`config.mk`:
```
export PLATFORM = sky130hd
export DESIGN_NAME = aesctr_fifo
export DESIGN_NICKNAME = d
export VERILOG_FILES = /design/src/rtl/core/aesctr_fifo.sv
export SDC_FILE = /design/constraint.sdc
export NUM_CORES = 1
export LEC_CHECK = 0
export BUFFER_PORTS_ARGS = -buffer_cell sky130_fd_sc_hd__buf_2
export CORE_ASPECT_RATIO = 1.25
export CORE_MARGIN = 4
export CORE_UTILIZATION = 48
export CTS_CLUSTER_DIAMETER = 120
export DETAILED_ROUTE_END_ITERATION = 8
export PLACE_DENSITY_LB_ADDON = 0.12
export SKIP_LAST_GASP = 1
export SLEW_MARGIN = 20
export SYNTH_ARGS = -nofsm -noshare
export SYNTH_HDL_FRONTEND = slang
export SYNTH_SLANG_ARGS = --single-unit
```
`constraint.sdc`:
```
create_clock -name clock -period 1.91 [get_ports clock]
set_input_delay 0.0955 -clock clock [delete_from_list [all_inputs] [get_ports clock]]
set_output_delay 0.0955 -clock clock [all_outputs]
set_load 0.02 [all_outputs]
```
`src/rtl/core/aesctr_fifo.sv`:
```
// Small flop-based queue with synchronous clear and fill count.
// Generic in width and depth; no dependencies.
`timescale 1ns / 1ps
module aesctr_fifo #(
   parameter int WIDTH = 8,
   parameter int DEPTH = 2
) (
   input  logic                         clock,
   input  logic                         reset,
   input  logic                         clear,
   input  logic                         push,
   input  logic [WIDTH-1:0]             push_data,
   output logic                         full,
   input  logic                         pop,
   output logic [WIDTH-1:0]             pop_data,
   output logic                         empty,
   output logic [$clog2(DEPTH+1)-1:0]   count
);
   localparam int PTR_W = $clog2(DEPTH);
   localparam int CNT_W = $clog2(DEPTH + 1);

   logic [WIDTH-1:0] mem_ff [DEPTH];
   logic [PTR_W-1:0] wr_ptr_ff, wr_ptr_in, rd_ptr_ff, rd_ptr_in;
   logic [CNT_W-1:0] count_ff, count_in;
   logic             do_push, do_pop;

   assign full     = (count_ff == CNT_W'(DEPTH));
   assign empty    = (count_ff == '0);
   assign count    = count_ff;
   assign pop_data = mem_ff[rd_ptr_ff];
   assign do_push  = push && !full;
   assign do_pop   = pop && !empty;

   always_comb begin
      wr_ptr_in = wr_ptr_ff;
      rd_ptr_in = rd_ptr_ff;
      count_in  = count_ff;
      if (clear) begin
         wr_ptr_in = '0;
         rd_ptr_in = '0;
         count_in  = '0;
      end else begin
         if (do_push) wr_ptr_in = (wr_ptr_ff == PTR_W'(DEPTH - 1)) ? '0 : wr_ptr_ff + 1'b1;
         if (do_pop)  rd_ptr_in = (rd_ptr_ff == PTR_W'(DEPTH - 1)) ? '0 : rd_ptr_ff + 1'b1;
         if (do_push && !do_pop) count_in = count_ff + 1'b1;
         else if (do_pop && !do_push) count_in = count_ff - 1'b1;
      end
   end

   always_ff @(posedge clock) begin
      if (reset) begin
         wr_ptr_ff <= '0;
         rd_ptr_ff <= '0;
         count_ff  <= '0;
      end else begin
         wr_ptr_ff <= wr_ptr_in;
         rd_ptr_ff <= rd_ptr_in;
         count_ff  <= count_in;
      end
   end

   always_ff @(posedge clock) begin
      if (do_push && !clear) begin
         mem_ff[wr_ptr_ff] <= push_data;
      end
   end

endmodule

```
==> impl_metrics.sql <==
INSERT INTO impl_metrics (metric_group, metric, value, unit) VALUES
('status', 'status', 'completed', ''),
('placement', 'dp_cells', '96', ''),
('global_route', 'pin_count_of_the_biggest_net_entering_global_routing', '12', ''),
('placement', 'gp_congestion', '0.6674', ''),
('sta', 'setup_repair_after_global_routing_missed_its_margin', 'false', ''),
('finish', 'nNetsFinal', '105', ''),
('sta', 'finalSetupViolations', '0', ''),
('logic_synthesis', 'synth.yosys.seq_area_share', '71.83', '%'),
('clocking', 'tritoncts', 'yes', ''),
('setup_path', 'r2r_cells', '6', ''),
('floorplanning', 'floorplan.die.height', '53.88', 'um'),
('min_path', 'min_path_cells', '3', ''),
('clocking', 'htreeDepth', '1', ''),
('clocking', 'worst_skew_pair.late_latency', '0.28', 'ns'),
('sta', 'clock-skew-final', '0.004003', 'ns'),
('clocking', 'clockBufferDepth', '2', ''),
('finish', 'layout-drive-gt1-share', '45.56', '%'),
('power_and_ir_drop', 'power.ir.vdd_worst', '0.0004981', 'V'),
('logic_synthesis', 'synthTopCellsByArea', 'edfxtp_1, dfxtp_1, mux2_2', ''),
('sta', 'final_min_period_over_clock_period', '88.65', '%'),
('logic_synthesis', 'synth.cell_area', '808.3', 'sq um'),
('min_path', 'timing.hold.worst.start', 'reset', ''),
('clocking', 'numClockSinks', '21', ''),
('finish', 'syn_to_final_growth', '33.59', '%'),
('floorplanning', 'die_x', '44.71', 'um'),
('clocking', 'clk_transition_reported_paths', '0.10', 'ns'),
('sta', 'final.hold.worst_slack', '0.1102', 'ns'),
('drt', 'vias_per_cell', '4.796', ''),
('floorplanning', 'core_area', '1582', 'sq um'),
('logic_synthesis', 'syn_avg_cell_area', '15.54', 'sq um'),
('floorplanning', 'total_number_of_placement_rows', '16', ''),
('setup_path', 'setup.worst_path.class', 'flip-flop to flip-flop', ''),
('drt', 'drt_pass1_iterations', '3', ''),
('sta', 'slew_viols_final', '0', ''),
('flow_run', 'max_cap_violations', '0', ''),
('logic_synthesis', 'synth_top_cell_area_share', '59.44', '%'),
('global_route', 'vias_in_the_first_global_route', '489', ''),
('setup_path', 'worstPathRequired', '2.13', 'ns'),
('setup_path', 'worstSetupStartpointType', 'flip-flop', ''),
('global_route', 'gr-total-overflow', '0', ''),
('finish', 'antennaDiodeCount', '0', ''),
('setup_path', 'end_kind', 'flip-flop', ''),
('floorplanning', 'die_area', '2409', 'sq um'),
('power_and_ir_drop', 'power_density', '774.7', 'nW/um^2'),
('min_path', 'worstHoldPathType', 'primary input to flip-flop', ''),
('logic_synthesis', 'mappedNetlistNets', '66', ''),
('setup_path', 'worstPathMaxFanout', '6', ''),
('setup_path', 'cp-startpoint', 'count[1]$_SDFFE_PP0P_', ''),
('drt', 'drt-initial-drc-count', '5', ''),
('placement', 'buffer_ports.inserted', '24', ''),
('logic_synthesis', 'synth-seq-cells', '21', ''),
('drt', 'drt_drc_violations_left', '0', ''),
('power_and_ir_drop', 'leakage', '0.4384', 'nW'),
('drt', 'drt-total-wl', '1217', 'um'),
('sta', 'report.final.hold_viol_count', '0', ''),
('logic_synthesis', 'synthCells', '52', ''),
('global_route', 'grt_antenna_before_repair', '0', ''),
('logic_synthesis', 'synth_cell_type_count', '16', ''),
('placement', 'hpwl', '969.4', 'um'),
('drt', 'avgRoutedWirePerCell', '11.27', 'um'),
('sta', 'timing.slew.headroom', '76.89', '%'),
('floorplanning', 'top_level_ports', '25', ''),
('sta', 'clock.fmax', '0.5906', 'GHz'),
('setup_path', 'cp_data_arrival_time', '1.92', 'ns'),
('drt', 'postRouteAntennaNets', '0', ''),
('global_route', 'grt_pass1_wl', '2001', 'um'),
('clocking', 'tritoncts.num_buffers', '3', ''),
('finish', 'fin_cells', '108', ''),
('sta', 'setup-tns-final', '0', 'ns'),
('sta', 'worst_slew_pin_slew', '0.3462', 'ns'),
('drt', 'vias', '518', ''),
('clocking', 'cts_resized', '0', ''),
('logic_synthesis', 'synth_area_leader_cell', 'edfxtp_1', ''),
('clocking', 'cts_root_buf', 'clkbuf_4', ''),
('sta', 'finalWorstPathRequiredPeriod', '1.693', 'ns'),
('logic_synthesis', 'synthesis.yosys.warnings', '0', ''),
('setup_path', 'r2r-start', 'count[1]$_SDFFE_PP0P_', ''),
('floorplanning', 'floorplan.initialDensity', '51.11', '%'),
('global_route', 'grt_usage', '11.45', '%');
==> state kept, by name, summed over array words and instances (netlist names), named ones only <==
signal,flops
rd_ptr_ff,1
mem_ff,16
count,2
wr_ptr_ff,1
==> per-layer routing <==
layer	part of all wire [%]	vias to the layer above	global-route usage [%]
li1	-	265	-
met1	43	238	14.13
met2	51	15	18.90
met3	6.3	0	2.007
met4	0	0	6.030
met5	0	-	0
==> kinds of logic after synthesis <==
group	Yosys count	share of synthesized area, %
buffers and inverters	3	1.548
and+or+nand+nor	11	7.585
muxes	8	11.15
adders and majority gates	1	1.548
xor gates and xnor gates	3	3.251
AOI/OAI and AO/OA	5	3.095
DFF	21	71.83
==> where the power goes <==
| part | internal (W) | switching (W) | total (W) | leakage (nW) |
|---|---|---|---|---|
| registers | 0.000509 | 0.0000106 | 0.000520 | 0.187 |
| logic | 0.0000613 | 0.0000634 | 0.000125 | 0.236 |
| clock network | 0.0000811 | 0.000111 | 0.000192 | 0.0150 |
==> final timing paths <==
path | slack, ns | to
setup / recovery | 0.22 | count[1]$_SDFFE_PP0P_
hold / removal | 0.11 | wr_ptr_ff$_SDFFE_PP0P_
setup reg to reg | 0.22 | count[1]$_SDFFE_PP0P_
hold reg to reg | 0.52 | wr_ptr_ff$_SDFFE_PP0P_
==> cell type report <==
| cell class | count | area [sq um] |
|---|---|---|
| Fill cell | 122 | 501.7 |
| Clock buffer | 4 | 26.28 |
| Multi-Input combinational cell | 28 | 220.2 |
| Inverter | 2 | 7.507 |
| Timing Repair Buffer | 35 | 222.7 |
| Tap cell | 18 | 22.52 |
| Sequential cell | 21 | 580.6 |
==> through the flow <==
stage	instance area, sq um	utilization [%]	worst slack [ns]	power [W]
floorplan	813.3	-	0.006030	0.0006001
global placement	973.4	61.55	0.2770	0.0006421
detailed placement	973.4	61.55	0.2313	0.0006443
CTS	1080	68.28	0.2060	0.0008505
global route	1080	68.28	0.07437	0.0008825
finish	1080	68.28	0.2168	0.0008366
==> Yosys cell counts <==
library cell  number
nor2b_2            1
or2_2              1
o21ai_0            3
xor2_1             3
mux2_2             8
edfxtp_1          16
nand2b_1           1
inv_1              2
ha_1               1
a21oi_1            2
buf_2              1
nor3b_1            1
or3_1              2
nor2_1             4
dfxtp_1            5
nor3_1             1
==> worst max-delay path, stage by stage (launching register included) <==
cell and delay (ns):
dfxtp_1 0.39, nor2b_2 0.20, nand2b_1 0.18, inv_1 0.06
ha_1 0.32, or3_1 0.35, a21oi_1 0.14
==> cells in the final DEF, fill, tap and decap left out, drive strengths merged, types with 3 or more instances in the layout <==
master / instances
dlygate4sd3: 8
nor2: 4
buf: 27
dfxtp: 5
o21ai: 3
mux2: 8
clkbuf: 4
edfxtp: 16
xor2: 3
==> what timing repair did <==
| item | 4_1_cts | 5_1_grt |
|---|---|---|
| hold endpoints to repair | 16 | 0 |
| buffers inserted | 0 | 0 |
| hold buffers | 8 | 0 |
Note: power is estimated with default switching activity, not from simulation.
