===== src/rtl/core/aesctr_pkg.sv =====
// Shared types, constants and AES round functions for the AES-128 CTR core.
// No dependencies; imported by aesctr_keygen, aesctr_back and the top level.
`timescale 1ns / 1ps
package aesctr_pkg;

   typedef struct packed {
      logic [7:0] data_byte;
      logic       last_in;
   } req_type;

   typedef struct packed {
      logic [7:0] out_byte;
      logic       last_out;
   } rsp_type;

   // control from the byte engine to the keystream generator
   typedef struct packed {
      logic pop;
      logic restart;
   } ks_ctl_type;

   localparam int IN_DEPTH    = 4;
   localparam int OUT_DEPTH   = 2;
   localparam int KS_DEPTH    = 2;
   localparam int ROUNDS      = 10;
   localparam int ROUND_W     = $clog2(ROUNDS + 1);
   localparam int CSR_INDEX_W = 2;
   localparam int CSR_DATA_W  = 64;

   typedef enum logic [CSR_INDEX_W-1:0] {
      CSR_KEY_HIGH,
      CSR_KEY_LOW,
      CSR_CTR_HIGH,
      CSR_CTR_LOW
   } csr_index_type;

   localparam logic [7:0] SBOX [256] = '{
      8'h63,8'h7c,8'h77,8'h7b,8'hf2,8'h6b,8'h6f,8'hc5,8'h30,8'h01,8'h67,8'h2b,8'hfe,8'hd7,8'hab,8'h76,
      8'hca,8'h82,8'hc9,8'h7d,8'hfa,8'h59,8'h47,8'hf0,8'had,8'hd4,8'ha2,8'haf,8'h9c,8'ha4,8'h72,8'hc0,
      8'hb7,8'hfd,8'h93,8'h26,8'h36,8'h3f,8'hf7,8'hcc,8'h34,8'ha5,8'he5,8'hf1,8'h71,8'hd8,8'h31,8'h15,
      8'h04,8'hc7,8'h23,8'hc3,8'h18,8'h96,8'h05,8'h9a,8'h07,8'h12,8'h80,8'he2,8'heb,8'h27,8'hb2,8'h75,
      8'h09,8'h83,8'h2c,8'h1a,8'h1b,8'h6e,8'h5a,8'ha0,8'h52,8'h3b,8'hd6,8'hb3,8'h29,8'he3,8'h2f,8'h84,
      8'h53,8'hd1,8'h00,8'hed,8'h20,8'hfc,8'hb1,8'h5b,8'h6a,8'hcb,8'hbe,8'h39,8'h4a,8'h4c,8'h58,8'hcf,
      8'hd0,8'hef,8'haa,8'hfb,8'h43,8'h4d,8'h33,8'h85,8'h45,8'hf9,8'h02,8'h7f,8'h50,8'h3c,8'h9f,8'ha8,
      8'h51,8'ha3,8'h40,8'h8f,8'h92,8'h9d,8'h38,8'hf5,8'hbc,8'hb6,8'hda,8'h21,8'h10,8'hff,8'hf3,8'hd2,
      8'hcd,8'h0c,8'h13,8'hec,8'h5f,8'h97,8'h44,8'h17,8'hc4,8'ha7,8'h7e,8'h3d,8'h64,8'h5d,8'h19,8'h73,
      8'h60,8'h81,8'h4f,8'hdc,8'h22,8'h2a,8'h90,8'h88,8'h46,8'hee,8'hb8,8'h14,8'hde,8'h5e,8'h0b,8'hdb,
      8'he0,8'h32,8'h3a,8'h0a,8'h49,8'h06,8'h24,8'h5c,8'hc2,8'hd3,8'hac,8'h62,8'h91,8'h95,8'he4,8'h79,
      8'he7,8'hc8,8'h37,8'h6d,8'h8d,8'hd5,8'h4e,8'ha9,8'h6c,8'h56,8'hf4,8'hea,8'h65,8'h7a,8'hae,8'h08,
      8'hba,8'h78,8'h25,8'h2e,8'h1c,8'ha6,8'hb4,8'hc6,8'he8,8'hdd,8'h74,8'h1f,8'h4b,8'hbd,8'h8b,8'h8a,
      8'h70,8'h3e,8'hb5,8'h66,8'h48,8'h03,8'hf6,8'h0e,8'h61,8'h35,8'h57,8'hb9,8'h86,8'hc1,8'h1d,8'h9e,
      8'he1,8'hf8,8'h98,8'h11,8'h69,8'hd9,8'h8e,8'h94,8'h9b,8'h1e,8'h87,8'he9,8'hce,8'h55,8'h28,8'hdf,
      8'h8c,8'ha1,8'h89,8'h0d,8'hbf,8'he6,8'h42,8'h68,8'h41,8'h99,8'h2d,8'h0f,8'hb0,8'h54,8'hbb,8'h16
   };

   function automatic logic [7:0] rcon(input logic [ROUND_W-1:0] round);
      logic [7:0] rc;
      case (round)
         4'd1:    rc = 8'h01;
         4'd2:    rc = 8'h02;
         4'd3:    rc = 8'h04;
         4'd4:    rc = 8'h08;
         4'd5:    rc = 8'h10;
         4'd6:    rc = 8'h20;
         4'd7:    rc = 8'h40;
         4'd8:    rc = 8'h80;
         4'd9:    rc = 8'h1b;
         4'd10:   rc = 8'h36;
         default: rc = 8'h00;
      endcase
      return rc;
   endfunction

   function automatic logic [7:0] xtime(input logic [7:0] x);
      return {x[6:0], 1'b0} ^ (x[7] ? 8'h1b : 8'h00);
   endfunction

   // byte i of a block sits at bits [127-8i -: 8]
   function automatic logic [127:0] sub_shift(input logic [127:0] s);
      logic [127:0] t;
      for (int c = 0; c < 4; c++) begin
         for (int r = 0; r < 4; r++) begin
            t[127 - 8 * (c * 4 + r) -: 8] = SBOX[s[127 - 8 * (((c + r) % 4) * 4 + r) -: 8]];
         end
      end
      return t;
   endfunction

   function automatic logic [127:0] mix_columns(input logic [127:0] s);
      logic [127:0] t;
      logic [7:0]   a0, a1, a2, a3;
      for (int c = 0; c < 4; c++) begin
         a0 = s[127 - 32 * c -: 8];
         a1 = s[119 - 32 * c -: 8];
         a2 = s[111 - 32 * c -: 8];
         a3 = s[103 - 32 * c -: 8];
         t[127 - 32 * c -: 8] = xtime(a0) ^ xtime(a1) ^ a1 ^ a2 ^ a3;
         t[119 - 32 * c -: 8] = a0 ^ xtime(a1) ^ xtime(a2) ^ a2 ^ a3;
         t[111 - 32 * c -: 8] = a0 ^ a1 ^ xtime(a2) ^ xtime(a3) ^ a3;
         t[103 - 32 * c -: 8] = xtime(a0) ^ a0 ^ a1 ^ a2 ^ xtime(a3);
      end
      return t;
   endfunction

   function automatic logic [127:0] next_round_key(input logic [127:0] rk,
                                                   input logic [7:0]   rc);
      logic [31:0] w3, t, n0, n1, n2, n3;
      w3 = rk[31:0];
      t  = {SBOX[w3[23:16]] ^ rc, SBOX[w3[15:8]], SBOX[w3[7:0]], SBOX[w3[31:24]]};
      n0 = rk[127:96] ^ t;
      n1 = rk[95:64] ^ n0;
      n2 = rk[63:32] ^ n1;
      n3 = w3 ^ n2;
      return {n0, n1, n2, n3};
   endfunction

endpackage


===== src/rtl/core/aesctr_back.sv =====
// Byte engine: XORs queued bytes with the head keystream block and tracks
// the byte position. Depends on aesctr_pkg.
`timescale 1ns / 1ps
module aesctr_back (
   input  logic                    clock,
   input  logic                    reset,
   input  logic                    cfg_restart,
   input  aesctr_pkg::req_type     in_item,
   input  logic                    in_empty,
   output logic                    in_pop,
   input  logic [127:0]            ks_block,
   input  logic                    ks_empty,
   output aesctr_pkg::ks_ctl_type  ks_ctl,
   input  logic                    out_full,
   output logic                    out_push,
   output aesctr_pkg::rsp_type     out_item
);
   import aesctr_pkg::*;

   logic [3:0] pos_ff, pos_in;
   logic [6:0] bit_base;
   logic       fire;

   assign fire     = !in_empty && !ks_empty && !out_full;
   assign in_pop   = fire;
   assign out_push = fire;
   assign bit_base = {4'd15 - pos_ff, 3'b000};

   assign out_item.out_byte = in_item.data_byte ^ ks_block[bit_base +: 8];
   assign out_item.last_out = in_item.last_in;

   // release the block after its last byte or at message end
   assign ks_ctl.pop     = fire && ((pos_ff == 4'd15) || in_item.last_in);
   assign ks_ctl.restart = cfg_restart || (fire && in_item.last_in);

   always_comb begin
      pos_in = pos_ff;
      if (ks_ctl.restart) pos_in = '0;
      else if (fire)      pos_in = pos_ff + 1'b1;
   end

   always_ff @(posedge clock) begin
      if (reset) begin
         pos_ff <= '0;
      end else begin
         pos_ff <= pos_in;
      end
   end

endmodule


===== config.mk =====
export PLATFORM = sky130hd
export DESIGN_NAME = aesctr_back
export DESIGN_NICKNAME = d
export VERILOG_FILES = /design/src/rtl/core/aesctr_pkg.sv /design/src/rtl/core/aesctr_back.sv
export SDC_FILE = /design/constraint.sdc
export NUM_CORES = 1
export LEC_CHECK = 0
export ABC_CLOCK_PERIOD_IN_PS = 1900
export BUFFER_PORTS_ARGS = -buffer_cell sky130_fd_sc_hd__buf_4
export CAP_MARGIN = 40
export CORE_ASPECT_RATIO = 0.75
export CORE_MARGIN = 1.5
export CORE_UTILIZATION = 35
export DETAILED_ROUTE_END_ITERATION = 10
export PLACE_DENSITY = 0.81
export SLEW_MARGIN = 5
export SYNTH_ARGS = -nofsm -noshare
export SYNTH_HDL_FRONTEND = slang
export SYNTH_SLANG_ARGS = --single-unit
export TNS_END_PERCENT = 1

===== constraint.sdc =====
create_clock -name clock -period 1.9 [get_ports clock]
set_clock_uncertainty 0.15 [all_clocks]
set_input_delay 0.095 -clock clock [delete_from_list [all_inputs] [get_ports clock]]
set_output_delay 0.095 -clock clock [all_outputs]
set_load 0.02 [all_outputs]

==> metrics.yaml, run 1 <==
status:
  run_status: "finished with violations"
  failed_checks: "setup timing"
grt:
  grt_pass1_vias: 1628
  grt-ovfl-total: 0
  global_route.usage.met2_pct: 43.9
  use_met1_pct: 23.3
  globalRouteTotalUtil_pct: 22.8
  number_of_antenna_violations_at_the_first_check_in_global_routing: 0
  gr-max-usage-layer: "met2"
  first_pass_grt_wire_length_mm: 7.87
  grt_start_max_net_pins: 19
  globalRouteMet3Util_pct: 8.37
route:
  routedWlPerCell_um: 16.5
  drt-total-wl_mm: 4.99
  vias_per_cell: 5.18
  route.detailed.drc: 0
  dr.pass1.iters: 4
  via_count: 1563
  drt_iter0_markers: 52
  antenna_violating_nets_post_route: 0
setup_path:
  worst-endpoint-required_ns: 1.65
  start_kind: "flop"
  critical_path.startpoint: "pos_ff[0]"
  worst_path_most_repeated_cell: "sky130_fd_sc_hd__mux2i_1"
  cp-endpoint: "out_item[4]"
  worst-endpoint-arrival_ns: 1.91
  timing_worst_setup_path_type: "flop to output port"
  cp_cell_sequence: "buf_6 -> mux4_1 -> mux2i_1 -> mux2i_1 -> xor2_1 -> buf_4"
  critical_path_peak_fanout: 7
  critical-path-slowest-cell: "sky130_fd_sc_hd__mux4_1"
  worst_r2r_startpoint: "pos_ff[1]"
  r2r-end: "pos_ff[2]"
  critPathMaxStageDelay_ns: 0.54
  r2r_setup_slack_ns: 0.42
  cp-end-kind: "output port"
  timing.reg2reg.worst_path_depth: 5
placed_design:
  pre_cts_ws_ns: -0.0876
  port_buffers: 155
  final_hpwl_dp_mm: 4.24
  numPlacedInstances: 299
  placedInstanceArea_um2: 2650
  gp_congestion: 0.804
clock_tree:
  cts.clk_slew.worst_paths_ns: 0.03
  cts-root-to-sink-buffers: 2
  clock_latency_ns: 0.22
  hold_buffers: 0
  post_cts_setup_buffers: 0
  clockRootBuffer: "sky130_fd_sc_hd__clkbuf_8"
  cts.sinks: 4
  post_cts.resized_instances: 13
  tritoncts_clock_tree: "built"
  cts_made_buffers: 3
  ctsHtreeMaxLevel: 1
logic_synthesis:
  synth-async-reset-ratio_pct: 0
  synthCells: 97
  syn_area_per_cell_um2: 14.9
  synth.yosys.warnings: 0
  synth-seq-area-share_pct: 5.55
  synth_seq_cells: 4
  net_count_after_synthesis: 241
  commonest_cells_in_the_netlist: "sky130_fd_sc_hd__mux4_1 (29), sky130_fd_sc_hd__mux2i_1 (25), sky130_fd_sc_hd__xor2_1 (10)"
  top_ff_cell_synth: "sky130_fd_sc_hd__dfxtp_1"
  synth_largest_type_area_fraction_pct: 52.8
  synthMostInstantiatedCell: "sky130_fd_sc_hd__mux4_1"
  ys_top_cells_by_area: "sky130_fd_sc_hd__mux4_1 (53%), sky130_fd_sc_hd__mux2i_1 (17%), sky130_fd_sc_hd__xor2_1 (6.1%)"
  yosys.cell_types.count: 20
  syn-cell-area_um2: 1440
  post-synth-top-area-cell: "sky130_fd_sc_hd__mux4_1"
  synth-edff-count: 0
sta:
  setup_viol: 8
  finalCritPeriodShare_pct: 114
  fin_ws_ns: -0.260
  rsz0062_at_grt: "yes"
  timing_hold_violations_final: 0
  final-max-slew-violation-count: 0
  min_period_ns: 2.16
  worst_hold_check_slack_ns: 0.0337
  worst-slew-pin-transition_ns: 0.570
  fmax_mhz: 463
  max_slew_margin_pct: 61.8
finish:
  layout-drive-gt1-share_pct: 73.6
  reg_top3: "pos_ff (4)"
  antennaDiodeCount: 0
  largest_reg_flops: 4
  largest-register: "pos_ff"
  nets_finish: 396
  finish.cell_count_without_fillers: 302
  syn_to_final_growth_pct: 84.3
  final_cell_area_um2: 2660
floorplanning:
  io-pin-count: 156
  std_cell_rows: 19
  floorplan.die_area_um2: 4520
  initial_core_util_pct: 37.9
  core_um2: 3800
  die_height_um: 58.6
  die_w_um: 77.1
worst_hold_path:
  min_path_type: "primary input to flop"
  hp-start: "reset"
  hold_path_depth: 3
power:
  power.density_cell_area_nw_per_um2: 260
  total_power_uw: 691
  ir_worst_vdd_uv: 174
  power.static_leakage_uw: 0.00118
job:
  timing.max_cap.violations: 0
## worst min path at each step
stage	end
after floorplan	in_pop
after global placement	pos_ff[0]
after detailed placement	out_item[0]
after CTS	pos_ff[0]
after global routing	pos_ff[0]
final	pos_ff[0]
## worst max-delay path, delay by kind of cell (launching register included)
family    cells  cell delay (ns)
buf+inv       2             0.30
mux           3             0.86
xor+xnor      1             0.15
flops         1             0.37
## routing by layer
layer	routed length [um]	vias up
met3	542	6
li1	-	732
met2	2670	93
met1	1710	732
met5	0	-
met4	66	0
## cell usage in the layout (no fill, tap or decap), types with 2 or more instances in the layout
cell type	instances
sky130_fd_sc_hd__buf_4	160
sky130_fd_sc_hd__mux2i_1	25
sky130_fd_sc_hd__mux4_1	18
sky130_fd_sc_hd__mux4_2	14
sky130_fd_sc_hd__xor2_1	9
sky130_fd_sc_hd__nor2_1	4
sky130_fd_sc_hd__clkbuf_8	3
sky130_fd_sc_hd__dfxtp_1	3
sky130_fd_sc_hd__buf_12	2
## power by group
part | switching [uW] | internal [uW]
Combinational | 125 | 296
Clock | 49.9 | 135
Sequential | 1.10 | 84.1
Total | 176 | 516
## logic make-up (layout without fill, tap and decap cells)
kind of cell / Yosys count / in the layout / share of synthesized area, %
fa+ha+maj: 1 / 1 / 0.867
simple gates: 9 / 9 / 3.30
flops: 4 / 4 / 5.55
buf+inv: 13 / 166 / 7.81
mux: 57 / 57 / 74.8
compound gates: 2 / 2 / 0.955
xor+xnor: 11 / 11 / 6.68
## stage by stage
stage	utilization [%]	TNS, ns
detailed placement	69.7	-0.542
global placement	69.7	-0.435
global route	69.9	-2.74
CTS	69.9	-2.06
floorplan	-	-0.487
finish	69.9	-1.94
## final cells by class
class                           count  area (um^2)
Tap cell                           52         65.1
Clock buffer                        3         41.3
Multi-Input combinational cell     80         1220
Timing Repair Buffer              163         1250
Fill cell                         311         1140
Sequential cell                     4         83.8
Note: power is estimated with default switching activity, not from simulation.
==> run 2: changes to the inputs <==
ABC_CLOCK_PERIOD_IN_PS = 2500   (was 1900)
CORE_UTILIZATION = 38   (was 35)
PLACE_DENSITY = 0.87   (was 0.81)
clock period = 2.5 ns   (was 1.9 ns; I/O delays follow)
==> run 2 against run 1 <==
Against the previous run: the flow now finishes without violations; first-iteration DRC count up 19%; core utilization grew 3.0 points; clock-buffer cell count unchanged; largest power group unchanged; via count is 0.45% lower; highest routed layer unchanged; sequential share of layout area is essentially flat; critical endpoint is now out_item[6]; combinational power down 26%; largest cell class is now multi-input gates; sequential power is 23% lower; setup slack better by 0.42 ns; register-to-register slack improved by 0.59 ns.
==> metrics.yaml, run 2 (synthesis gave the netlist of run 1 again) <==
status:
  run_status: "complete, no violations"
clock_tree:
  cts-root-to-sink-buffers: 2  # unchanged
  clockRootBuffer: "sky130_fd_sc_hd__clkbuf_8"
  cts.clk_slew.worst_paths_ns: 0.03  # about the same
  post_cts.resized_instances: 0  # -13
  cts.sinks: 4  # unchanged
  hold_buffers: 0  # unchanged
  tritoncts_clock_tree: "built"
  clock_latency_ns: 0.22  # about the same
  post_cts_setup_buffers: 0  # unchanged
  ctsHtreeMaxLevel: 1  # unchanged
  cts_made_buffers: 3  # unchanged
setup_path:
  worst-endpoint-required_ns: 2.23  # +0.58 ns
  start_kind: "flop"
  critical_path_peak_fanout: 17  # +10
  timing.reg2reg.worst_path_depth: 4  # -1
  worst_r2r_startpoint: "pos_ff[1]"
  r2r-end: "pos_ff[2]"
  cp-endpoint: "out_item[6]"
  cp-end-kind: "output port"
  timing_worst_setup_path_type: "flop to output port"
  critical_path.startpoint: "pos_ff[0]"
  worst-endpoint-arrival_ns: 2.07  # +0.16 ns
  r2r_setup_slack_ns: 1.01  # +0.59 ns
floorplanning:
  std_cell_rows: 19  # unchanged
  floorplan.die_area_um2: 4180  # -7.6%
  die_w_um: 74.1  # -3.9%
  die_height_um: 56.4  # -3.8%
  initial_core_util_pct: 39.7  # +1.7 points
  io-pin-count: 156  # unchanged
  core_um2: 3640  # -4.4%
worst_hold_path:
  min_path_type: "primary input to flop"
job:
  timing.max_cap.violations: 0  # unchanged
route:
  metal1_wirelength_mm: 1.68  # -2.0%
  routedWlPerCell_um: 17.0  # +2.8%
  dr.pass1.iters: 4  # unchanged
  route.detailed.drc: 0  # unchanged
  vias_per_cell: 5.19  # +0.22%
  drt_iter0_markers: 62  # +19%
  met3RoutedLength_um: 373  # -31%
  antenna_violating_nets_post_route: 0  # unchanged
  via_count: 1556  # -0.45%
  met2_layer_wire_length_in_the_routed_design_mm: 2.96  # +11%
  drt-total-wl_mm: 5.10  # +2.1%
  maxUsedRoutingLayer: "met4"
power:
  power_frac_comb_pct: 60.8  # about the same
  total_switching_power_uw: 127  # -28%
  ir_worst_vdd_uv: 140  # -19%
  total_power_uw: 515  # -26%
  int_pwr_uw: 388  # -25%
  power.density_cell_area_nw_per_um2: 194  # -25%
  power.static_leakage_uw: 0.00120  # +1.5%
  p_seq_share_pct: 12.7  # +0.4 points
  power.clock.fraction_pct: 26.5  # -0.3 points
  fraction_of_power_spent_switching_nets_pct: 24.7  # -0.75 points
sta:
  setup_total_negative_slack_ns: 0  # +1.94 ns
  rsz0062_at_grt: "no"
  finalCritPeriodShare_pct: 93.7
  min_period_ns: 2.34
  setup_viol: 0  # -8
  timing_hold_violations_final: 0  # unchanged
  fmax_mhz: 427
  final-max-slew-violation-count: 0  # unchanged
  worst-slew-pin-transition_ns: 0.617  # +0.0464 ns
  max_slew_margin_pct: 58.7  # -3.1 points
grt:
  first_pass_grt_wire_length_mm: 7.53  # -4.2%
  number_of_antenna_violations_at_the_first_check_in_global_routing: 0  # unchanged
  grt_pass1_vias: 1659  # +1.9%
  grt-ovfl-total: 0  # unchanged
  grt_start_max_net_pins: 18  # -1
  globalRouteTotalUtil_pct: 24.4  # +1.6 points
finish:
  largest_reg_flops: 4  # unchanged
  largest-register: "pos_ff"
  mostFrequentLayoutCells: "sky130_fd_sc_hd__buf_4 (160), sky130_fd_sc_hd__mux4_1 (29), sky130_fd_sc_hd__mux2i_1 (25), sky130_fd_sc_hd__xor2_1 (10), sky130_fd_sc_hd__nor2_1 (4)"
  reg_top3: "pos_ff (4)"
  antennaDiodeCount: 0  # unchanged
  layout-drive-gt1-share_pct: 68.5  # -5.1 points
  nets_finish: 394  # -0.51%
  syn_to_final_growth_pct: 83.9
  layout.cells.most_common: "sky130_fd_sc_hd__buf_4"
placed_design:
  port_buffers: 155  # unchanged
  gp_congestion: 0.758  # -5.6%
  final_hpwl_dp_mm: 4.60  # +8.4%
==> run 2: changes by cell type in the layout (fill, tap and decap cells not counted) <==
cell	delta
sky130_fd_sc_hd__mux4_1	+11
sky130_fd_sc_hd__buf_12	-2
sky130_fd_sc_hd__xor2_2	-1
sky130_fd_sc_hd__xor2_1	+1
sky130_fd_sc_hd__mux4_2	-11
==> run 2: power by group through the flow <==
stage / registers, uW / logic, uW / clock network, uW
after global placement: 67.1 / 307 / 0
after CTS: 66.3 / 315 / 140
after global routing: 65.8 / 332 / 142
final: 65.5 / 313 / 136
after floorplan: 65.8 / 114 / 0
after detailed placement: 67.1 / 314 / 0
==> run 2: worst max-delay path, stage by stage (launching register included) <==
cell and delay (ns):
sky130_fd_sc_hd__dfxtp_4 0.42, sky130_fd_sc_hd__buf_6 0.23, sky130_fd_sc_hd__mux4_1 0.59, sky130_fd_sc_hd__mux2i_1 0.17, sky130_fd_sc_hd__mux2i_1 0.11, sky130_fd_sc_hd__xor2_1 0.16, sky130_fd_sc_hd__buf_4 0.16
==> run 2: per-stage QoR <==
stage	utilization, %	worst slack, ns	hold slack (ns)	cells	instance area (um^2)
after global placement	71.6	0.293	0.273	297	2610
after CTS	72.8	0.00917	0.0481	300	2650
after global routing	72.9	0.0617	0.0691	300	2650
after detailed placement	71.6	0.249	0.282	297	2610
after floorplan	-	0.494	0.175	97	1440
final	72.9	0.158	0.0549	300	2650
==> run 2: worst min-delay path by stage <==
stage               slack, ns         to  cells past startpoint   from
detailed placement       0.28  pos_ff[0]                      3  reset
global route             0.07  pos_ff[0]                      3  reset
global placement         0.27  pos_ff[0]                      3  reset
finish                   0.05  pos_ff[0]                      3  reset
CTS                      0.05  pos_ff[0]                      3  reset
floorplan                0.18  pos_ff[0]                      2  reset
==> run 2: layer usage <==
| metal | global-route usage (%) | up-vias |
|---|---|---|
| li1 | - | 739 |
| met1 | 25.3 | 736 |
| met2 | 46.0 | 73 |
| met3 | 6.64 | 8 |
| met4 | 7.94 | 0 |
| met5 | 0 | - |
==> run 2: area by class of cell <==
| class | instances | area [um^2] |
|---|---|---|
| Multi-Input combinational cell | 80 | 1250 |
| Timing Repair Buffer | 161 | 1210 |
| Fill cell | 270 | 985 |
| Sequential cell | 4 | 83.8 |
| Tap cell | 52 | 65.1 |
| Clock buffer | 3 | 41.3 |
